`config.mk`:
```
export PLATFORM = sky130hd
export DESIGN_NAME = decimal128_dpd_unpack
export DESIGN_NICKNAME = d
export VERILOG_FILES = /design/src/rtl/dpdunp_pkg.sv /design/src/rtl/decimal128_dpd_unpack.sv
export SDC_FILE = /design/constraint.sdc
export NUM_CORES = 1
export LEC_CHECK = 0
export BUFFER_PORTS_ARGS = -buffer_cell sky130_fd_sc_hd__buf_2
export CORE_ASPECT_RATIO = 1.25
export CORE_MARGIN = 2
export CORE_UTILIZATION = 57
export CTS_CLUSTER_SIZE = 12
export DETAILED_ROUTE_END_ITERATION = 7
export GPL_TIMING_DRIVEN = 0
export PLACE_DENSITY = 0.95
export SYNTH_ARGS = -nofsm -noshare
export SYNTH_HDL_FRONTEND = slang
export SYNTH_SLANG_ARGS = --single-unit
```
`constraint.sdc`:
```
create_clock -name clk_i -period 8.2 [get_ports clk_i]
set_input_delay 1.64 -clock clk_i [delete_from_list [all_inputs] [get_ports clk_i]]
set_output_delay 1.64 -clock clk_i [all_outputs]
set_load 0.03 [all_outputs]
```
`src/rtl/dpdunp_pkg.sv`:
```
// ----------------------------------------------------------------------------
// dpdunp_pkg: shared types and functions for the decimal128 DPD decoder
// Result class codes, field constants and the declet-to-BCD decode.
// ----------------------------------------------------------------------------
package dpdunp_pkg;

  typedef enum logic [2:0] {
    KIND_ZERO      = 3'd0,
    KIND_SUBNORMAL = 3'd1,
    KIND_NORMAL    = 3'd2,
    KIND_INFINITY  = 3'd3,
    KIND_SNAN      = 3'd4,
    KIND_QNAN      = 3'd5
  } kind_e;

  localparam int unsigned NumDeclets  = 11;
  localparam int unsigned DigitsWidth = 44;
  localparam int unsigned DeclWidth   = 10;
  localparam int unsigned BcdWidth    = 12;

  // exponent bias of decimal128
  localparam logic [13:0] ExpBias = 14'd6176;

  // unbiased exponent of a subnormal minimum (biased field zero)
  localparam logic signed [13:0] ExpMin = -14'sd6176;

  // combination field codes, taken from bits 6..2 of the top byte
  localparam logic [4:0] CombInfinity = 5'b11110;
  localparam logic [4:0] CombNan      = 5'b11111;

  // standard DPD decode; result is three BCD digits, most significant first
  function automatic logic [11:0] dpd_decode(input logic [9:0] b);
    logic [3:0] d0;
    logic [3:0] d1;
    logic [3:0] d2;
    d0 = {1'b0, b[9:7]};
    d1 = {1'b0, b[6:4]};
    d2 = {1'b0, b[2:0]};
    if (b[3]) begin
      unique case (b[2:1])
        2'b00: begin
          d2 = {3'b100, b[0]};
        end
        2'b01: begin
          d1 = {3'b100, b[4]};
          d2 = {1'b0, b[6:5], b[0]};
        end
        2'b10: begin
          d0 = {3'b100, b[7]};
          d2 = {1'b0, b[9:8], b[0]};
        end
        default: begin
          unique case (b[6:5])
            2'b00: begin
              d0 = {3'b100, b[7]};
              d1 = {3'b100, b[4]};
              d2 = {1'b0, b[9:8], b[0]};
            end
            2'b01: begin
              d0 = {3'b100, b[7]};
              d1 = {1'b0, b[9:8], b[4]};
              d2 = {3'b100, b[0]};
            end
            2'b10: begin
              d1 = {3'b100, b[4]};
              d2 = {3'b100, b[0]};
            end
            default: begin
              d0 = {3'b100, b[7]};
              d1 = {3'b100, b[4]};
              d2 = {3'b100, b[0]};
            end
          endcase
        end
      endcase
    end
    return {d0, d1, d2};
  endfunction

  // the 24 redundant codes have all of bits 6,5,3,2,1 set and a nonzero top pair
  function automatic logic dpd_canonical(input logic [9:0] b);
    return !((b[6:5] == 2'b11) && (b[3:1] == 3'b111) && (b[9:8] != 2'b00));
  endfunction

endpackage

```
`src/rtl/decimal128_dpd_unpack.sv`:
```
// ----------------------------------------------------------------------------
// decimal128_dpd_unpack: decimal128 DPD word decoder
// Splits one 128-bit DPD encoded word into sign, class, exponent, lead digit,
// 33 trailing BCD digits and a canonical flag.
// ----------------------------------------------------------------------------
// pipeline: input register, then result register, with the decode logic
// between them
// throughput: one request per cycle while results are taken; a stalled result
// holds both stages, so the input stalls once two requests are held
// reset: asynchronous active-low reset clears both valid flags; data registers
// are not reset
module decimal128_dpd_unpack (
  input  logic               clk_i,
  input  logic               rst_ni,
  input  logic               in_valid_i,
  output logic               in_ready_o,
  input  logic [63:0]        enc_high_i,
  input  logic [63:0]        enc_low_i,
  output logic               out_valid_o,
  input  logic               out_ready_i,
  output logic               sign_minus_o,
  output logic [2:0]         kind_o,
  output logic signed [13:0] exponent_o,
  output logic [3:0]         lead_digit_o,
  output logic [43:0]        digits_top_o,
  output logic [43:0]        digits_mid_o,
  output logic [43:0]        digits_bottom_o,
  output logic               all_canonical_o
);

  // stage 1: input register
  logic         s1_valid_q;
  logic [127:0] enc_q;
  logic         s1_advance;
  logic         s2_load;

  // stage 2: result register
  logic               out_valid_q;
  logic               sign_q;
  dpdunp_pkg::kind_e  kind_q;
  logic signed [13:0] exp_q;
  logic [3:0]         lead_q;
  logic [131:0]       bcd_q;
  logic               canon_q;

  // decode signals
  logic               sign_d;
  dpdunp_pkg::kind_e  kind_d;
  logic signed [13:0] exp_d;
  logic [3:0]         lead_d;
  logic [131:0]       bcd_d;
  logic               canon_d;
  logic [7:0]         top_byte;
  logic               comb_large;
  logic [13:0]        biased;
  logic [13:0]        unbiased;
  logic [3:0]         lead_raw;
  logic               trail_zero;
  logic [10:0]        canon_vec;

  assign s2_load    = !out_valid_q || out_ready_i;
  assign s1_advance = s1_valid_q && s2_load;
  assign in_ready_o = !s1_valid_q || s2_load;

  always_ff @(posedge clk_i or negedge rst_ni) begin
    if (!rst_ni) begin
      s1_valid_q  <= 1'b0;
      out_valid_q <= 1'b0;
    end else begin
      if (in_ready_o) begin
        s1_valid_q <= in_valid_i;
      end
      if (s2_load) begin
        out_valid_q <= s1_valid_q;
      end
    end
  end

  always_ff @(posedge clk_i) begin
    if (in_valid_i && in_ready_o) begin
      enc_q <= {enc_high_i, enc_low_i};
    end
    if (s1_advance) begin
      sign_q  <= sign_d;
      kind_q  <= kind_d;
      exp_q   <= exp_d;
      lead_q  <= lead_d;
      bcd_q   <= bcd_d;
      canon_q <= canon_d;
    end
  end

  // combination field and exponent
  always_comb begin
    top_byte   = enc_q[127:120];
    comb_large = (top_byte[6:5] == 2'b11);
    biased     = {(comb_large ? top_byte[4:3] : top_byte[6:5]), enc_q[121:110]};
    unbiased   = biased - dpdunp_pkg::ExpBias;
    lead_raw   = comb_large ? {3'b100, top_byte[2]} : {1'b0, top_byte[4:2]};
    trail_zero = (enc_q[109:0] == 110'd0);
    sign_d     = enc_q[127];
  end

  // eleven declets, declet 0 is the most significant
  for (genvar i = 0; i < dpdunp_pkg::NumDeclets; i++) begin : g_declet
    localparam int unsigned DeclLsb = 100 - 10 * i;
    localparam int unsigned BcdMsb  = 131 - 12 * i;
    assign bcd_d[BcdMsb -: dpdunp_pkg::BcdWidth] =
        dpdunp_pkg::dpd_decode(enc_q[DeclLsb +: dpdunp_pkg::DeclWidth]);
    assign canon_vec[i] = dpdunp_pkg::dpd_canonical(enc_q[DeclLsb +: dpdunp_pkg::DeclWidth]);
  end

  assign canon_d = &canon_vec;

  always_comb begin
    exp_d  = unbiased;
    lead_d = lead_raw;
    priority if (top_byte[6:2] == dpdunp_pkg::CombInfinity) begin
      kind_d = dpdunp_pkg::KIND_INFINITY;
    end else if (top_byte[6:2] == dpdunp_pkg::CombNan) begin
      kind_d = top_byte[1] ? dpdunp_pkg::KIND_SNAN : dpdunp_pkg::KIND_QNAN;
    end else if (lead_raw == 4'd0 && trail_zero) begin
      kind_d = dpdunp_pkg::KIND_ZERO;
    end else if (lead_raw == 4'd0 && biased == 14'd0) begin
      // exponent + 33 at or below emin only happens at the smallest exponent
      kind_d = dpdunp_pkg::KIND_SUBNORMAL;
    end else begin
      kind_d = dpdunp_pkg::KIND_NORMAL;
    end
    if (kind_d == dpdunp_pkg::KIND_INFINITY || kind_d == dpdunp_pkg::KIND_SNAN ||
        kind_d == dpdunp_pkg::KIND_QNAN) begin
      exp_d  = 14'sd0;
      lead_d = 4'd0;
    end
  end

  assign out_valid_o     = out_valid_q;
  assign sign_minus_o    = sign_q;
  assign kind_o          = kind_q;
  assign exponent_o      = exp_q;
  assign lead_digit_o    = lead_q;
  assign digits_top_o    = bcd_q[131:88];
  assign digits_mid_o    = bcd_q[87:44];
  assign digits_bottom_o = bcd_q[43:0];
  assign all_canonical_o = canon_q;

endmodule

```
==> results of run 1 <==
## cells by family after synthesis
| logic type | after synthesis | synth area share [%] |
|---|---|---|
| muxes | 17 | 1.638 |
| xor gates and xnor gates | 5 | 0.4008 |
| adders and majority gates | 1 | 0.1145 |
| DFF | 285 | 78.24 |
| and+or+nand+nor | 255 | 11.98 |
| AOI/OAI and AO/OA | 101 | 5.451 |
| buffers and inverters | 51 | 2.176 |
## how the worst max path moves through the flow
| stage | startpoint | end | slack [ns] | cells after the start |
|---|---|---|---|---|
| floorplan | out_ready_i | all_canonical_o | 2.37 | 2 |
| global placement | out_ready_i | bcd_q[90] | 1.13 | 3 |
| detailed placement | out_ready_i | in_ready_o | 4.43 | 3 |
| CTS | out_ready_i | in_ready_o | 4.42 | 3 |
| global route | out_ready_i | in_ready_o | 4.38 | 3 |
| finish | out_ready_i | in_ready_o | 4.43 | 3 |
## registers in the layout (all words and copies together), names as in the netlist
signal,flops
enc_q,128
exponent_o,14
bcd_q,132
lead_digit_o,4
s1_valid_q,1
sign_minus_o,1
out_valid_o,1
all_canonical_o,1
kind_o,3
## worst register-to-register path: cells and delay by family, from the launching register on
kind	cells	cell delay, ns
AND/OR/NAND/NOR	4	1.21
flip-flops	1	0.39
buffers and inverters	1	0.24
AO/OA/AOI/OAI	1	0.23
## area by class of cell
cell class	instances	area (um^2)
diodes	7	17.52
plain buffers	28	151.4
clock buffers	40	797.0
clock inverters	2	8.758
fillers	1173	5190
inverters	23	86.33
multi-input cells	379	2145
flip-flops and latches	285	8548
well taps	232	290.3
repair buffers	292	1544
## synth_stat cells, types with 3 or more instances
master and n:
a21oi_1 28, a31oi_1 14, a32o_1 8, and2_1 27, buf_2 5, buf_6 3
clkbuf_1 17, edfxtp_1 283, inv_1 23, mux2_2 7, mux2i_1 10, nand2_1 80
nand2b_1 3, nand3_1 26, nand4_1 17, nor2_1 37, nor2b_1 21, nor3_1 7
nor4_1 22, o211ai_1 6, o21ai_0 37, or3_1 3, xnor2_1 4
## layer usage
metal | share of wire, % | vias up
met5 | 0.098 | -
met4 | 4.3 | 4
met3 | 7.6 | 78
met2 | 53 | 423
met1 | 35 | 3443
li1 | - | 3353
## metrics by stage
stage	power [W]	utilization, %	instances	instance area, um^2
finish	0.003348	72.36	1288	13590
global route	0.003459	72.36	1288	13590
CTS	0.003364	72.27	1281	13570
detailed placement	0.002226	67.98	1239	12760
global placement	0.002217	67.40	1235	12660
floorplan	0.002082	-	715	10930
## power groups by stage
stage | sequential (W) | clock [W] | combinational (W)
after floorplan | 0.00196 | 0 | 0.000123
after detailed placement | 0.00182 | 0 | 0.000403
after global routing | 0.00181 | 0.00122 | 0.000431
final | 0.00180 | 0.00115 | 0.000404
after CTS | 0.00179 | 0.00116 | 0.000405
after global placement | 0.00184 | 0 | 0.000379
==> results.py, run 1 <==
metrics = {
    "outcome": {
        "outcome": "complete, no violations",
    },
    "floorplan": {
        "core.rowCount": 56,
        "fp.dieH_um": 158.8,
        "initial_utilization_pct": 58.18,
        "fp.dieW_um": 127.8,
        "die_area_um2": 20300,
        "coreArea_um2": 18780,
        "io_pins": 289,
    },
    "cts": {
        "clock-sinks": 285,
        "clk_latency_ns": 0.53,
        "clkTransAtPathRegs_ns": 0.06,
        "cts_tree": "yes",
        "clock_tree.buffer_depth": 3,
        "cts_max_level": 1,
        "cts_resized": 0,
        "postCtsHoldBufs": 0,
        "cts_root_buf": "clkbuf_16",
        "post_cts_buffers": 0,
        "cts_buffers": 28,
    },
    "finish": {
        "final_nets": 1170,
        "mostFrequentLayoutCells": "buf_2 (293), edfxtp_1 (283), nand2_1 (80)",
        "final_common_cell": "buf_2",
        "final_layout_size_suffix_gt1_share_pct": 33.56,
        "layout-area-overhead-vs-synth_pct": 24.37,
    },
    "sta": {
        "slew_headroom_pct": 55.08,
        "maxSlewViolCount": 0,
        "clock.fmax_mhz": 265.0,
        "rsz0062_at_grt": "no",
        "hold_ws_ns": 0.4204,
        "hold_viol": 0,
        "finClkSkew_ns": 0.01587,
        "setup_viol": 0,
        "tns_ns": 0,
        "min_period_ns": 3.774,
        "worstMarginPinSlew_ns": 0.6676,
        "finalCritPeriodShare_pct": 46.02,
        "setup_ws_ns": 4.426,
    },
    "global_routing": {
        "grtUsageMet3_pct": 4.919,
        "use_met2_pct": 43.68,
        "grt_pass1_wl_um": 38460,
        "grt_use_met1_pct": 28.84,
        "busiest_layer": "met2",
        "overflow": 0,
        "grt_pass1_vias": 7256,
        "grt.total_usage_pct": 24.78,
        "grt_max_degree": 75,
        "antenna_found_initial": 9,
    },
    "hold_path": {
        "hold_start": "enc_q[127]",
        "hold_path.class": "flop to flop",
        "min_path_cells": 0,
        "min_to": "sign_minus_o",
    },
    "detailed_routing": {
        "route.detailed.drc": 0,
        "drtAntennaViolNets": 0,
        "firstDrtPassIters": 5,
        "via_per_inst": 5.668,
        "drt_wl_total_um": 25420,
        "drtIter0Drc": 702,
        "vias": 7301,
        "wire_per_inst_um": 19.73,
    },
    "setup_path": {
        "worstRegToRegCells": 6,
        "crit_path_cell_trace": "buf_2, nand3b_1, buf_2",
        "worst_r2r_endpoint": "kind_o[0]",
        "cp_common_cell": "buf_2",
        "path_buf_inv": 2,
        "crit_fanout": 3,
        "worstSetupPathType": "input pin to primary output",
        "cpPeakStageDelay_ns": 0.20,
        "arrival_ns": 2.13,
        "cpMaxStageDelayCell": "buf_2",
        "r2r_slack_ns": 5.89,
        "required_ns": 6.56,
        "end_kind": "primary output",
        "path_delay_family": "buffers and inverters",
        "reg2reg_from": "enc_q[63]",
        "worstSetupStartpointType": "input pin",
    },
    "place": {
        "dpl.hpwl_um": 18340,
        "portBuffers": 288,
        "gp_congestion": 0.8981,
        "place_ws_ns": 4.427,
    },
    "yosys": {
        "synth_nets": 848,
        "async_flop_share_pct": 0.7018,
        "avgSynthCellArea_um2": 15.28,
        "synth.area.top_cells": "edfxtp_1 (78%), nand2_1 (2.7%), o21ai_0 (1.7%)",
        "synth_edf_count": 283,
        "synthFlopType": "edfxtp_1",
        "synth-seq-cells": 285,
        "synth_top_area_cell": "edfxtp_1",
        "synth_cells": 715,
        "synth_area_um2": 10930,
        "ys_seq_area_share_pct": 78.24,
        "synth_top_cell_area_share_pct": 77.78,
        "synthDistinctLibCells": 45,
        "yosysWarnings": 0,
    },
    "pwr": {
        "p_comb_share_pct": 12.1,
        "ir_worst_vdd_mv": 0.1863,
        "p_per_area_nw_per_um2": 246.4,
        "p_sw_share_pct": 24.63,
        "seqPwrFrac_pct": 53.6,
        "p_int_w": 0.002523,
        "leakage_nw": 5.338,
        "clkPwrFrac_pct": 34.3,
        "p_sw_w": 0.0008247,
    },
    "run": {
        "drv_cap": 0,
    },
}
Power figures use the tool's default switching activity.
==> run 2, diff against run 1 <==
--- a/config.mk
+++ b/config.mk
@@ -8,11 +8,11 @@
 export BUFFER_PORTS_ARGS = -buffer_cell sky130_fd_sc_hd__buf_2
 export CORE_ASPECT_RATIO = 1.25
 export CORE_MARGIN = 2
-export CORE_UTILIZATION = 57
+export CORE_UTILIZATION = 47
 export CTS_CLUSTER_SIZE = 12
 export DETAILED_ROUTE_END_ITERATION = 7
 export GPL_TIMING_DRIVEN = 0
-export PLACE_DENSITY = 0.95
+export PLACE_DENSITY = 0.86
 export SYNTH_ARGS = -nofsm -noshare
 export SYNTH_HDL_FRONTEND = slang
 export SYNTH_SLANG_ARGS = --single-unit
==> constraint.sdc (replaced) <==
create_clock -name clk_i -period 3.2 [get_ports clk_i]
set_input_delay 0.64 -clock clk_i [delete_from_list [all_inputs] [get_ports clk_i]]
set_output_delay 0.64 -clock clk_i [all_outputs]
set_load 0.03 [all_outputs]
==> results.py, run 2 (synthesis gave the netlist of run 1 again) <==
metrics = {
    "cts": {
        "clk_latency_ns": 0.53,
        "clkTransAtPathRegs_ns": 0.06,
        "cts_buffers": 28,
        "postCtsHoldBufs": 1,
        "cts_max_level": 1,
        "clock_tree.buffer_depth": 3,
        "cts_root_buf": "clkbuf_16",
        "cts_tree": "yes",
        "cts_resized": 0,
        "clock-sinks": 285,
        "post_cts_buffers": 0,
    },
    "detailed_routing": {
        "drtAntennaViolNets": 0,
        "vias": 7162,
        "route.detailed.drc": 0,
        "wire_per_inst_um": 18.87,
        "drtIter0Drc": 506,
        "drt_wl_total_um": 25370,
        "via_per_inst": 5.329,
        "firstDrtPassIters": 5,
    },
    "sta": {
        "tns_ns": 0,
        "finalCritPeriodShare_pct": 74.41,
        "hold_viol": 0,
        "finClkSkew_ns": 0.007758,
        "rsz0062_at_grt": "no",
        "min_period_ns": 2.381,
        "slew_headroom_pct": 44.62,
        "maxSlewViolCount": 0,
        "hold_ws_ns": 0.2789,
        "worstMarginPinSlew_ns": 0.8307,
        "clock.fmax_mhz": 420.0,
        "setup_viol": 0,
    },
    "global_routing": {
        "grt_pass1_vias": 6942,
        "antenna_found_initial": 6,
        "grt_max_degree": 71,
        "grt_pass1_wl_um": 37630,
        "grt.total_usage_pct": 20.03,
        "overflow": 0,
    },
    "outcome": {
        "outcome": "complete, no violations",
    },
    "run": {
        "drv_cap": 0,
    },
    "setup_path": {
        "end_kind": "flop",
        "worstRegToRegCells": 6,
        "arrival_ns": 2.67,
        "worst_r2r_endpoint": "kind_o[0]",
        "r2r_slack_ns": 0.82,
        "required_ns": 3.49,
        "worstSetupPathType": "flop to flop",
        "reg2reg_from": "enc_q[63]",
        "worstSetupStartpointType": "flop",
        "crit_fanout": 10,
    },
    "hold_path": {
        "hold_path.class": "input pin to flop",
        "min_to": "enc_q[10]",
        "min_path_cells": 1,
        "hold_start": "enc_low_i[10]",
    },
    "finish": {
        "final_common_cell": "buf_2",
        "largest_reg_flops": 132,
        "mostFrequentLayoutCells": "buf_2 (293), edfxtp_1 (283), nand2_1 (80)",
        "postLayoutCellArea_um2": 13660,
        "final_layout_size_suffix_gt1_share_pct": 33.43,
        "final_nets": 1170,
        "layout-area-overhead-vs-synth_pct": 25.00,
        "regMostFlops": "bcd_q",
    },
    "pwr": {
        "p_per_area_nw_per_um2": 633.1,
        "leakage_nw": 5.338,
        "ir_worst_vdd_mv": 0.5219,
    },
    "floorplan": {
        "fp.dieW_um": 140.4,
        "coreArea_um2": 22880,
        "initial_utilization_pct": 47.74,
        "core.rowCount": 62,
        "fp.dieH_um": 174.5,
        "die_area_um2": 24490,
        "io_pins": 289,
    },
    "place": {
        "gp_congestion": 0.8498,
        "portBuffers": 288,
        "dpl_cell_area_um2": 12810,
        "dpl.hpwl_um": 18450,
    },
}
## run 2: cell count changes in the layout (fill, tap and decap cells not counted), sizes merged
| cell | delta |
|---|---|
| buf | -1 |
| bufinv | +1 |
| diode | -1 |
| dlygate4sd3 | +1 |
## run 2: critical path, cell delays in order, from the launching register on
cell,delay [ns]
edfxtp_1,0.39
clkbuf_1,0.24
nor4_1,0.40
nand4_1,0.26
nor3_1,0.39
nand4_1,0.25
a21o_1,0.21
## run 2: metal layers
layer	wire length, um	vias to the layer above	share of wire (%)	track usage [%]
li1	-	3358	-	-
met1	9530	3380	38	23.36
met2	12970	350	51	35.03
met3	1822	74	7.2	4.463
met4	1045	0	4.1	9.638
met5	0	-	0	0
## run 2: where the power goes
group          switching, W  leakage (nW)  internal [W]
combinational      0.000725          2.18      0.000303
clock               0.00128         0.398       0.00174
sequential         0.000132          2.76       0.00446
total               0.00214          5.34       0.00651
## run 2: final cells by class
class / count / area [um^2]
Antenna cell: 6 / 15.01
Buffer: 28 / 151.4
Clock buffer: 40 / 777.0
Clock inverter: 3 / 40.04
Fill cell: 1720 / 9228
Inverter: 23 / 86.33
Multi-Input combinational cell: 379 / 2145
Sequential cell: 285 / 8548
Tap cell: 288 / 360.3
Timing Repair Buffer: 292 / 1534
## run 2: per-stage QoR
| step | power (W) | instances | worst slack (ns) | util (%) |
|---|---|---|---|---|
| floorplan | 0.005316 | 715 | 0.09365 | - |
| global placement | 0.005661 | 1291 | -0.6347 | 55.63 |
| detailed placement | 0.005700 | 1294 | 0.7570 | 56.00 |
| CTS | 0.008697 | 1338 | 0.7507 | 59.61 |
| global route | 0.008929 | 1342 | 0.6675 | 59.66 |
| finish | 0.008645 | 1344 | 0.8190 | 59.68 |
## run 2: worst max-delay path by stage
| stage | from | endpoint | slack, ns | cells after the start |
|---|---|---|---|---|
| 2_1_floorplan | out_ready_i | all_canonical_o | 0.09 | 2 |
| 3_3_place_gp | out_ready_i | bcd_q[25] | -0.63 | 3 |
| 3_5_place_dp | out_ready_i | bcd_q[29] | 0.76 | 5 |
| 4_1_cts | enc_q[63] | kind_o[0] | 0.75 | 6 |
| 5_1_grt | enc_q[63] | kind_o[0] | 0.67 | 6 |
| 6_report | enc_q[63] | kind_o[0] | 0.82 | 6 |
